==> src/swla_pkg.sv <==
`timescale 1ns / 1ps
// ----------------------------------------------------------------------------
// swla_pkg
// shared constants and types of the local alignment block
// ----------------------------------------------------------------------------
package swla_pkg;

    localparam int SYM_W     = 5;
    localparam int LANES     = 32;
    localparam int NUM_CELLS = 32;
    localparam int MAX_LEN_A = 32;
    localparam int MAX_LEN_B = 32;
    localparam int ALPHABET  = 32;
    localparam int SCORE_W   = 16;
    localparam int ROW_W     = LANES * SCORE_W;
    localparam int H_W       = 21;
    localparam int CALC_W    = H_W + 2;
    localparam int IDX_W     = 6;
    localparam int MAX_PATH  = 63;
    localparam int DIR_W     = 2;

    localparam logic [DIR_W-1:0] DIR_STOP = 2'd0;
    localparam logic [DIR_W-1:0] DIR_DIAG = 2'd1;
    localparam logic [DIR_W-1:0] DIR_UP   = 2'd2;
    localparam logic [DIR_W-1:0] DIR_LEFT = 2'd3;

    localparam logic [1:0] OP_TABLE    = 2'd0;
    localparam logic [1:0] OP_APPEND_A = 2'd1;
    localparam logic [1:0] OP_APPEND_B = 2'd2;
    localparam logic [1:0] OP_GO       = 2'd3;

    typedef struct packed {
        logic               clear;
        logic               prof_we;
        logic [SYM_W-1:0]   prof_addr;
        logic [SYM_W-1:0]   tb_row;
        logic [SCORE_W-1:0] gap;
        logic               b_we;
        logic [SYM_W-1:0]   b_sym;
    } cell_ctrl_t;

    typedef struct packed {
        logic             valid;
        logic [SYM_W-1:0] a_sym;
        logic [SYM_W-1:0] row;
        logic [H_W-1:0]   h;
    } cell_link_t;

    typedef struct packed {
        logic [H_W-1:0]   score;
        logic [SYM_W-1:0] row;
    } cell_best_t;

endpackage

==> src/swla_cell.sv <==
`timescale 1ns / 1ps
// ----------------------------------------------------------------------------
// swla_cell
// one column of the score grid: holds a b symbol, its score profile,
// its column of directions and its best cell
// ----------------------------------------------------------------------------
module swla_cell (
    input  logic                          clk,
    input  logic                          rst_n,
    input  swla_pkg::cell_ctrl_t          ctrl,
    input  logic                          b_sel,
    input  logic [swla_pkg::ROW_W-1:0]    row_word,
    input  swla_pkg::cell_link_t          left,
    output swla_pkg::cell_link_t          right,
    output swla_pkg::cell_best_t          best,
    output logic [swla_pkg::DIR_W-1:0]    dir_rd
);

    logic [swla_pkg::SYM_W-1:0]   b_sym_reg;
    logic [swla_pkg::SCORE_W-1:0] prof_mem [swla_pkg::LANES];
    logic [swla_pkg::DIR_W-1:0]   dir_mem [swla_pkg::LANES];
    logic [swla_pkg::H_W-1:0]     h_reg;
    logic [swla_pkg::H_W-1:0]     diag_reg;
    logic                         valid_reg;
    logic [swla_pkg::SYM_W-1:0]   a_reg;
    logic [swla_pkg::SYM_W-1:0]   row_reg;
    logic [swla_pkg::H_W-1:0]     best_score_reg;
    logic [swla_pkg::SYM_W-1:0]   best_row_reg;

    logic [swla_pkg::SCORE_W-1:0]        sub;
    logic signed [swla_pkg::CALC_W-1:0]  match_s;
    logic signed [swla_pkg::CALC_W-1:0]  del_s;
    logic signed [swla_pkg::CALC_W-1:0]  ins_s;
    logic signed [swla_pkg::CALC_W-1:0]  gap_s;
    logic signed [swla_pkg::CALC_W-1:0]  score_s;
    logic [swla_pkg::DIR_W-1:0]          dir_next;
    logic [swla_pkg::H_W-1:0]            h_next;

    always_comb
    begin
        sub     = prof_mem[left.a_sym];
        gap_s   = {{(swla_pkg::CALC_W - swla_pkg::SCORE_W){ctrl.gap[swla_pkg::SCORE_W-1]}},
                   ctrl.gap};
        match_s = signed'({2'b00, diag_reg})
                + signed'({{(swla_pkg::CALC_W - swla_pkg::SCORE_W){sub[swla_pkg::SCORE_W-1]}},
                           sub});
        del_s   = signed'({2'b00, h_reg}) + gap_s;
        ins_s   = signed'({2'b00, left.h}) + gap_s;
        score_s = '0;
        if (match_s > score_s)
        begin
            score_s = match_s;
        end
        if (del_s > score_s)
        begin
            score_s = del_s;
        end
        if (ins_s > score_s)
        begin
            score_s = ins_s;
        end
        dir_next = swla_pkg::DIR_STOP;
        if (score_s > 0)
        begin
            if (score_s == match_s)
            begin
                dir_next = swla_pkg::DIR_DIAG;
            end
            else if (score_s == del_s)
            begin
                dir_next = swla_pkg::DIR_UP;
            end
            else
            begin
                dir_next = swla_pkg::DIR_LEFT;
            end
        end
        h_next = score_s[swla_pkg::H_W-1:0];
    end

    always_ff @(posedge clk or negedge rst_n)
    begin
        if (!rst_n)
        begin
            valid_reg <= 1'b0;
        end
        else if (ctrl.clear)
        begin
            valid_reg <= 1'b0;
        end
        else
        begin
            valid_reg <= left.valid;
        end
    end

    always_ff @(posedge clk)
    begin
        if (ctrl.b_we && b_sel)
        begin
            b_sym_reg <= ctrl.b_sym;
        end
        if (ctrl.prof_we)
        begin
            prof_mem[ctrl.prof_addr] <=
                row_word[swla_pkg::SCORE_W * b_sym_reg +: swla_pkg::SCORE_W];
        end
        if (left.valid)
        begin
            dir_mem[left.row] <= dir_next;
        end
        a_reg   <= left.a_sym;
        row_reg <= left.row;
        if (ctrl.clear)
        begin
            h_reg          <= '0;
            diag_reg       <= '0;
            best_score_reg <= '0;
            best_row_reg   <= '0;
        end
        else
        begin
            diag_reg <= left.h;
            if (left.valid)
            begin
                h_reg <= h_next;
                if (h_next > best_score_reg)
                begin
                    best_score_reg <= h_next;
                    best_row_reg   <= left.row;
                end
            end
        end
    end

    assign right.valid = valid_reg;
    assign right.a_sym = a_reg;
    assign right.row   = row_reg;
    assign right.h     = h_reg;
    assign best.score  = best_score_reg;
    assign best.row    = best_row_reg;
    assign dir_rd      = dir_mem[ctrl.tb_row];

endmodule

==> config.mk <==
export PLATFORM = sky130hd
export DESIGN_NAME = swla_cell
export DESIGN_NICKNAME = d
export VERILOG_FILES = /design/src/swla_pkg.sv /design/src/swla_cell.sv
export SDC_FILE = /design/constraint.sdc
export NUM_CORES = 1
export LEC_CHECK = 0
export BUFFER_PORTS_ARGS = -buffer_cell sky130_fd_sc_hd__buf_2
export CORE_UTILIZATION = 30
export DETAILED_ROUTE_END_ITERATION = 7
export PLACE_DENSITY_LB_ADDON = 0.25
export SYNTH_ARGS = -nofsm -noshare
export SYNTH_HDL_FRONTEND = slang
export SYNTH_SLANG_ARGS = --single-unit
==> constraint.sdc <==
create_clock -name clk -period 10.5 [get_ports clk]
set_clock_uncertainty 0.05 [all_clocks]
set_input_delay 1.05 -clock clk [delete_from_list [all_inputs] [get_ports clk]]
set_output_delay 1.05 -clock clk [all_outputs]
set_load 0.02 [all_outputs]
## Word-level counts from Yosys, hierarchy flattened

Memories as Yosys holds them, arrays and structs flattened.
Cells that the tools add are included.

| word-level totals | value |
|---|---|
| flip-flop bits (word level) | 84 |
| latch bits | 0 |
| bits in writable memories | 576 |
| ROM bits | 0 |
| input port bits | 581 |
| output and inout port bits | 60 |
| logic and storage cells | 34 |
| memories kept | 2 |

Memories:

| name | words | bits a word | rd ports | clocked after Yosys merged registers in | wr ports | RTL line | RTL |
|---|---|---|---|---|---|---|---|
| prof_mem | 32 | 16 | 1 | 0 | 1 | swla_cell.sv:20 | `logic [swla_pkg::SCORE_W-1:0] prof_mem [swla_pkg::LANES];` |
| dir_mem | 32 | 2 | 1 | 0 | 1 | swla_cell.sv:21 | `logic [swla_pkg::DIR_W-1:0] dir_mem [swla_pkg::LANES];` |

| cells by class | value |
|---|---|
| $add $sub $neg | 3 |
| multipliers | 0 |
| divide/modulo/power cells | 0 |
| $lt $le $gt $ge | 5 |
| equality and inequality tests | 2 |
| shift operators | 1 |
| multiplexer cells | 11 |
| bitwise gates (word level) | 0 |
| reductions and logical operators | 2 |

Operators by type and width:

| operator | count |
|---|---|
| $shiftx A512 B10 Y16 | 1 |
| $add A22 B16 Y23 | 3 |
| $mux W23 | 3 |
| $eq A23 B23 Y1 | 2 |
| $gt A23 B1 Y1 const B | 2 |
| $gt A23 B23 Y1 | 2 |
| $gt A21 B21 Y1 | 1 |
| $mux W1 | 6 |
| $mux W2 | 2 |
| $reduce_and A2 Y1 | 1 |
| $logic_and A1 B1 Y1 | 1 |

## Logic depth before layout (Yosys ltp)

Gate-level depths: netlist of the first run.
An unclocked memory read counts as a cell.

| depth | value |
|---|---|
| depth in word-level cells | 12 |
| depth in mapped cells | 58 |
| mapped depth without buffers | 47 |

## Worst setup path before layout of the first run

No wires, ideal clock.

| timing | value |
|---|---|
| path type | input-to-reg |
| start point | in left[26] in the netlist's numbering |
| end point | reg best_score_reg[10] in the netlist's numbering |
| setup time | 0.128 ns |
| data arrival time | 12.728 ns |
| required time | 10.322 ns |
| slack | -2.405 ns |
| stages on the path | 55 |
| path buffers | 16 |
| cell sequence | buf_2 -> clkbuf_1 -> buf_1 -> mux4_2 -> mux4_2 -> mux2_2 -> ha_1 -> buf_2 -> a21oi_1 -> o21ai_0 -> a311o_1 -> o22ai_1 -> xnor2_1 -> buf_6 -> buf_2 -> clkbuf_1 -> clkbuf_1 -> nand2_1 -> [... 19 more ...] -> buf_1 -> clkbuf_1 -> a21oi_1 -> ha_1 -> nor2b_1 -> o21a_1 -> o21ai_0 -> nand2b_1 -> a21oi_1 -> o21ai_0 -> a221oi_1 -> o21a_1 -> o21ai_0 -> and3_1 -> clkbuf_1 -> clkbuf_1 -> mux2i_1 -> nor2_1 |

| between the ends | value |
|---|---|
| cells in the longest elaborated chain, start to end | 10 |

RTL lines:

| what | RTL line | RTL |
|---|---|---|
| start, declared | swla_cell.sv:13 | `input swla_pkg::cell_link_t left,` |
| $mem_v2 Z32 W16 * | -- |  |
| $add A22 B16 Y23 * | swla_cell.sv:45 | `+ signed'({{(swla_pkg::CALC_W - swla_pkg::SCORE_W){sub[swla_pkg::SCORE_W-1]}},` |
| $gt A23 B1 Y1 | swla_cell.sv:50 | `if (match_s > score_s)` |
| $mux W23 * | swla_cell.sv:50 |  |
| $gt A23 B23 Y1 | swla_cell.sv:54 | `if (del_s > score_s)` |
| $mux W23 * | swla_cell.sv:54 |  |
| $gt A23 B23 Y1 | swla_cell.sv:58 | `if (ins_s > score_s)` |
| $mux W23 * | swla_cell.sv:58 |  |
| named net score_s, one bit | swla_cell.sv:35 | `logic signed [swla_pkg::CALC_W-1:0] score_s;` |
| $gt A21 B21 Y1 * | swla_cell.sv:127 | `if (h_next > best_score_reg)` |
| $reduce_and A2 Y1 (no source line) * | -- |  |
| end signal, assigned | swla_cell.sv:129 | `best_score_reg <= h_next;` |
| end, declared | swla_cell.sv:27 | `logic [swla_pkg::H_W-1:0] best_score_reg;` |

Mark *: on every way through the listed nets, which the timed path passes. The rest lies on a longest branch.
A chain may end at the register's enable or synchronous reset.

## Final worst setup path of the first run

| timing | value |
|---|---|
| start point | in left[26] in the netlist's numbering |
| end point | mem dir_mem[4][1] in the netlist's numbering (data pin) |

| between the ends | value |
|---|---|
| cells in the longest elaborated chain, start to end | 11 |
| elaborated cells on any way between the ends | 12 |
| those cells by class | add/sub (1); order compare (4); eq/ne (1); mux (5); memory (1) |

RTL lines:

| what | RTL line | RTL |
|---|---|---|
| $mem_v2 Z32 W16 * | -- |  |
| $add A22 B16 Y23 * | swla_cell.sv:45 |  |
| $gt A23 B1 Y1 | swla_cell.sv:50 |  |
| $mux W23 * | swla_cell.sv:50 |  |
| $gt A23 B23 Y1 | swla_cell.sv:54 |  |
| $mux W23 * | swla_cell.sv:54 |  |
| $gt A23 B23 Y1 | swla_cell.sv:58 |  |
| $mux W23 * | swla_cell.sv:58 |  |
| named net score_s, one bit | swla_cell.sv:35 |  |
| parallel branches: the longest is 2 deep, another holds $gt A23 B1 Y1 | -- |  |
| $mux W2 * | swla_cell.sv:63 | `if (score_s > 0)` |
| named net dir_next, one bit | swla_cell.sv:36 | `logic [swla_pkg::DIR_W-1:0] dir_next;` |
| end, declared | swla_cell.sv:21 |  |

Mark *: on every way through the listed nets, which the timed path passes.

==> reports/results.tsv, run 1 <==
stage	metric	value	unit
worst_setup_path	end_kind	flop	
floorplan	core_area	120000	um^2
worst_setup_path	worst_ep_required_time	10.84	ns
finish	largestRegisters	prof_mem (512), dir_mem (64)	
floorplan	row_count	127	
floorplan	io_pins	641	
power_and_ir_drop	ir_drop	0.000151	V
worst_setup_path	cp_common_cell	buf_4	
cts	cts_tree	yes	
sta	period_needed	10.18	ns
cts	cts-root-buf	clkbuf_16	
worst_hold_path	hold_path.class	input port to async pin	
routing	drc_errors	0	
finish	most-common-layout-cells	638 x buf_2, 581 x edfxtp_1, 335 x mux4_2, 335 x buf_4, 184 x nor2_1	
routing	drt-total-wl	152000	um
sta	hold_ws	0.102	ns
worst_setup_path	arrival	10.51	ns
sta	worst_slack	0.324	ns
run_status	status	completed	
finish	largest_reg_flops	512	
routing	drtIter0Drc	2426	
worst_setup_path	slowest_delay	0.52	ns
floorplan	start_util	30.3	%
global_routing	gr-total-overflow	0	
finish	top_register	prof_mem	
sta	tightest_slew	0.986	ns
yosys	avgSynthCellArea	14.7	um^2
worst_setup_path	critPathMaxFanout	32	
power_and_ir_drop	pwr_density_cell	211	nW/um^2
global_routing	antenna_found_initial	46	
placement	dpl.hpwl	118000	um
yosys	synth_cell_type_count	97	
finish	layout_commonest_cell	buf_2	
sta	setup_viol	0	
global_routing	grt_max_degree	70	
finish	drive_gt1_share	45.1	%
cts	cts.path.max_buffers	3	
sta	timing.slew.headroom	34.3	%
cts	clock_latency	0.68	ns
placement	portBuffers	640	
yosys	syn-num-nets	3191	
global_routing	grt_pass1_vias	27200	
routing	ant_nets	0	
cts	cts_buffers	73	
floorplan	die_h	350	um
routing	wl_per_cell	29.7	um
yosys	synth_seq_cells	660	
worst_setup_path	critPathKind	input port to flop	
yosys	yosys.area.top_type	edfxtp_1	
routing	drt_first_pass_iters	5	
yosys	post-synth-top-area-fraction	48.0	%
cts	cts.sinks	660	
yosys	syn_inst	2475	
cts	htreeDepth	3	
floorplan	dieArea	123000	um^2
sta	period_share	96.9	%
power_and_ir_drop	power.total	9.90	mW
cts	path_clk_slew	0.06	ns
placement	pre_cts_ws	-0.944	ns
worst_setup_path	r2r_slack	0.75	ns
placement	routabilityCongestion	0.969	
sta	final_hold_viol_count	0	
routing	viasPerCell	5.31	
yosys	yosys_warnings	0	
global_routing	grt_pass1_wl	207000	um
finish	fin_nets	4143	
sta	fmax	98.3	MHz
yosys	yosys_most_used_dff	edfxtp_1	
yosys	async_flop_share	0.152	%
yosys	yosysSeqAreaShare	52.3	%
worst_setup_path	start_kind	input port	
global_routing	gr-usage-all-layers	24.3	%
routing	vias	27200	
sta	slew_violations	0	
worst_setup_path	slowest_stage	mux4_2	
floorplan	die_x	350	um
power_and_ir_drop	leakage	17.7	nW
flow_run	max-cap-violations	0	
yosys	ys_top_cells_by_area	edfxtp_1 48%, mux4_2 21%, ha_1 4.5%	
finish	fin_util	39.2	%
yosys	synth-edff-count	581	
finish	area_growth	29.3	%
yosys	syn_area	36400	um^2
==> stage by stage <==
| step | instances | TNS [ns] | instance area [um^2] |
|---|---|---|---|
| 2_1_floorplan | 2475 | 0 | 36900 |
| 3_3_place_gp | 4932 | -71.40 | 44000 |
| 3_5_place_dp | 4932 | -76.98 | 44000 |
| 4_1_cts | 5061 | 0 | 46400 |
| 5_1_grt | 5099 | -4.88 | 47000 |
| 6_report | 5110 | 0 | 47000 |
==> Yosys cell counts (6+ instances only) <==
cell type	number
o31a_1	6
dfxtp_1	78
nand2_1	119
nand2b_1	13
o31ai_1	6
or3b_2	6
xnor2_1	56
inv_1	74
o2111ai_1	6
nor2_1	195
nor3_1	21
a21o_1	33
and3_1	13
o211ai_1	15
or2_2	6
a21oi_1	100
mux4_2	335
o221ai_1	6
xor2_1	34
nand4_1	22
and2_1	18
a22oi_1	7
nand3b_1	13
a211oi_1	17
nor2b_1	38
edfxtp_1	581
o22ai_1	12
mux2i_1	54
nor4_1	11
a31oi_1	29
or3_1	10
o21a_1	13
ha_1	132
buf_1	38
buf_2	14
nand3_1	51
o21ai_0	60
mux2_2	32
a221oi_1	7
clkbuf_1	75
a2111oi_0	6
==> cell families after synthesis <==
group           count (synthesis)  share of synthesized area, %
mux                           423                          23.4
flops                         660                          52.3
buf+inv                       208                          2.28
compound gates                393                          7.38
other cells                     1                        0.0103
fa+ha+maj                     135                          4.71
simple gates                  561                          7.52
xor+xnor                       94                          2.38
==> final cells by class <==
cell class	instances	area, um^2
fillers	11500	73000
flip-flops and latches	660	19000
multi-input cells	1608	16900
repair buffers	1009	6470
well taps	1612	2020
clock buffers	91	1930
clock inverters	38	364
inverters	75	282
diodes	17	42.5
==> critical path, delay by kind of cell <==
family                     cells  cell delay [ns]
muxes                          3             1.28
AOI/OAI and AO/OA             14             2.62
xor gates and xnor gates       1             0.15
buffers and inverters         12             1.90
and+or+nand+nor               12             2.47
adders and majority gates      3             0.95
==> layer usage <==
metal	up-vias	routed length [um]	global-route usage (%)
met5	-	103	0
met4	16	8950	12.3
met3	259	9240	4.79
met2	1159	73800	41.2
met1	13800	59600	29.3
li1	12000	-	-
==> path summary, 6_finish.rpt <==
check | endpoint | from | depth (start not counted)
min in group clk | best_row_reg[1] | best_row_reg[1] | 2
max in group asynchronous | valid_reg | rst_n | 1
setup / recovery | dir_mem[4][1] | left[26] | 45
hold / removal | valid_reg | rst_n | 1
setup reg to reg | dir_mem[4][1] | prof_mem[11][8] | 42
hold reg to reg | best_row_reg[1] | best_row_reg[1] | 2
==> power breakdown <==
part | leakage, nW | switching [mW] | internal (mW)
Sequential | 5.89 | 0.0738 | 3.10
Combinational | 10.7 | 2.42 | 1.82
Clock | 1.11 | 1.10 | 1.39
Total | 17.7 | 3.59 | 6.31
==> timing repair <==
action | 4_1_cts | 5_1_grt
resized for setup | 5 | 50
hold buffers | 0 | 0
buffers inserted | 0 | 24
gates cloned | 0 | 8
endpoints found under the setup margin | 90 | 90
pin swaps | 2 | 14
No activity file was read; power rests on OpenSTA's default activity.
==> run 2, diff against run 1 <==
- ABC_AREA: not set -> 1
==> reports/results.tsv, run 2 <==
stage	metric	value	unit	change
run_status	status	completed		
finish	area_growth	26.4	%	
power_and_ir_drop	power.total	9.48	mW	-4.3%
finish	fillers	12500		+8.9%
yosys	synth_seq_cells	660		unchanged
cts	clock_latency	0.67	ns	about the same
sta	setup_viol	0		unchanged
power_and_ir_drop	leakage	18.6	nW	+4.9%
yosys	synth_cell_type_count	55		-43%
finish	largest_reg_flops	512		unchanged
placement	dpl.hpwl	125000	um	+5.7%
finish	layout_commonest_cell	nor2_1		
cts	cts.sinks	660		unchanged
routing	drt_first_pass_iters	5		unchanged
cts	cts-root-buf	clkbuf_16		
sta	slew_violations	0		unchanged
floorplan	dieArea	124000	um^2	+1.5%
routing	drtIter0Drc	3160		+30%
finish	fin_nets	5636		+36%
routing	viasPerCell	5.32		+0.16%
global_routing	gr-usage-all-layers	25.6	%	+1.3 points
power_and_ir_drop	power_frac_clock	27.9	%	+2.8 points
yosys	syn-num-nets	4851		+52%
worst_hold_path	hold_path.class	input port to async pin		
power_and_ir_drop	pwr-share-seq	32.7	%	+0.7 points
worst_setup_path	worst_ep_required_time	11.01	ns	+0.17 ns
cts	cts.path.max_buffers	3		unchanged
global_routing	antenna_found_initial	24		-48%
finish	largestRegisters	prof_mem (512), dir_mem (64)		
sta	tightest_slew	1.08	ns	+0.0984 ns
routing	wl_per_cell	25.3	um	-15%
finish	most-common-layout-cells	758 x nor2_1, 638 x buf_2, 634 x o21ai_0		
cts	htreeDepth	3		unchanged
yosys	avgSynthCellArea	8.93	um^2	-39%
worst_setup_path	cp_common_cell	nand2_1		
worst_setup_path	start_kind	input port		
yosys	synth-edff-count	581		unchanged
worst_setup_path	arrival	10.10	ns	-0.41 ns
yosys	ys_top_cells_by_area	edfxtp_1 47%, o21ai_0 8.6%, nor2_1 7.7%		
power_and_ir_drop	swShare	38.0	%	+1.8 points
cts	hold_buffers	0		unchanged
floorplan	row_count	128		+0.79%
finish	top_register	prof_mem		
sta	final_hold_viol_count	0		unchanged
finish	drive_gt1_share	23.7	%	-21 points
global_routing	grt_pass1_vias	33500		+23%
power_and_ir_drop	ir_drop	0.000177	V	+17%
power_and_ir_drop	p_sw	3.60	mW	+0.34%
finish	instances_no_fill	6618		+30%
placement	pre_cts_ws	-0.00733	ns	+0.937 ns
routing	ant_nets	0		unchanged
routing	drc_errors	0		unchanged
yosys	synthTopCellsByCount	759 x nor2_1, 635 x o21ai_0, 581 x edfxtp_1		
yosys	yosysSeqAreaShare	51.6	%	-0.79 points
power_and_ir_drop	combPwrFrac	39.4	%	-3.5 points
global_routing	grt_pass1_wl	234000	um	+13%
floorplan	die_x	353	um	+0.76%
finish	fin_util	38.3	%	-0.92 points
floorplan	core_area	122000	um^2	+1.6%
yosys	yosys_warnings	0		unchanged
floorplan	die_h	353	um	+0.76%
worst_setup_path	critPathMaxFanout	46		+44%
global_routing	gr-total-overflow	0		unchanged
power_and_ir_drop	pwr_density_cell	203	nW/um^2	-3.5%
worst_setup_path	slowest_stage	fa_1		
floorplan	start_util	30.3	%	about the same
global_routing	grt_max_degree	99		+41%
yosys	syn_inst	4135		+67%
yosys	post-synth-top-area-fraction	47.3	%	-0.72 points
worst_setup_path	slowest_delay	0.40	ns	-0.12 ns
yosys	yosysMostFrequentCell	nor2_1		
routing	drt-total-wl	167000	um	+10%
yosys	yosys_most_used_dff	edfxtp_1		
sta	worst_slack	0.914	ns	+0.590 ns
worst_setup_path	end_kind	flop		
flow_run	max-cap-violations	0		unchanged
yosys	yosys.area.top_type	edfxtp_1		
worst_setup_path	critPathKind	input port to flop		
placement	portBuffers	640		unchanged
placement	routabilityCongestion	0.991		+2.3%
placement	place_inst	6456		+31%
sta	period_share	91.3	%	-5.6 points
yosys	syn_area	36900	um^2	+1.5%
sta	timing.slew.headroom	27.0	%	-7.3 points
cts	cts_tree	yes		
yosys	async_flop_share	0.152	%	unchanged
sta	grt_setup_unrepaired	false		
sta	fmax	104	MHz	+6.2%
power_and_ir_drop	cellInternalPower	5.87	mW	-6.9%
routing	vias	35200		+30%
cts	path_clk_slew	0.06	ns	about the same
floorplan	io_pins	641		unchanged
sta	period_needed	9.59	ns	-0.590 ns
cts	cts_buffers	75		+2.7%
[run 2: cell count changes in the layout (fill, tap and decap cells not counted), sizes merged, moves of 41 or more]
cell,before,now
mux2i,54,0
mux4,337,0
buf,1002,960
o221ai,6,212
nand3,51,276
nor2,196,762
inv,78,248
o22ai,13,54
nand2,119,522
xnor2,58,14
o21ai,67,639
[run 2: path summary, 6_finish.rpt]
path	startpoint	endpoint	slack, ns	depth (start not counted)
setup / recovery	left[26]	best_row_reg[1]	0.91	64
hold / removal	rst_n	valid_reg	0.13	1
setup reg to reg	prof_mem[10][12]	best_row_reg[1]	1.57	59
hold reg to reg	best_row_reg[4]	best_row_reg[4]	0.50	2
max in group asynchronous	rst_n	valid_reg	10.19	1
min in group clk	best_row_reg[4]	best_row_reg[4]	0.50	2
[run 2: metal layers]
layer,up-vias,part of all wire (%),global-route usage [%]
met5,-,0.036,0
met4,8,6.8,16.4
met3,284,5.5,3.20
met2,1414,48,43.1
met1,17000,39,31.0
li1,16500,-,-
[run 2: critical path, delay by kind of cell]
kind	cells	cell delay, ns
AO/OA/AOI/OAI	13	2.35
XOR/XNOR	1	0.15
adder cells (fa/ha/maj)	5	1.33
buffers and inverters	16	2.31
AND/OR/NAND/NOR	29	2.82
[run 2: cell families (layout without fill, tap and decap cells)]
family | after synthesis | count (layout) | share of synthesized area, %
compound gates | 1140 | 1140 | 18.5
xor+xnor | 49 | 49 | 1.16
fa+ha+maj | 135 | 135 | 4.64
buf+inv | 506 | 1345 | 5.39
flops | 660 | 660 | 51.6
other cells | 1 | 19 | 0.0102
simple gates | 1644 | 1645 | 18.7
[run 2: area by class of cell]
cell class	instances	area (um^2)	share of cell area, %
Clock buffer	95	2020	4.34
Sequential cell	660	19000	40.8
Inverter	246	946	2.03
Antenna cell	18	45.0	0.0966
Tap cell	1625	2030	4.36
Clock inverter	37	428	0.917
Multi-Input combinational cell	2970	16100	34.4
Timing Repair Buffer	967	6080	13.0
[run 2: power by group through the flow]
stage                     Sequential, mW  Combinational [mW]  Clock [mW]
after global placement              3.15                3.67           0
after global routing                3.10                4.06        2.78
after CTS                           3.10                3.68        2.70
after floorplan                     3.18                1.88           0
after detailed placement            3.15                3.67           0
final                               3.09                3.74        2.65
[run 2: timing repair]
action / in CTS / in global routing
buffers inserted: 0 / 4
setup endpoints to repair: 0 / 26
resized for setup: 0 / 21
[run 2: per-stage QoR]
stage / setup TNS, ns / cell area (um^2) / hold WS (ns)
after floorplan: 0 / 36900 / 0.557
after global placement: 0 / 43800 / 0.475
after detailed placement: -0.0114 / 43800 / 0.471
after CTS: 0 / 46300 / 0.0925
after global routing: 0 / 46600 / 0.110
final: 0 / 46600 / 0.130
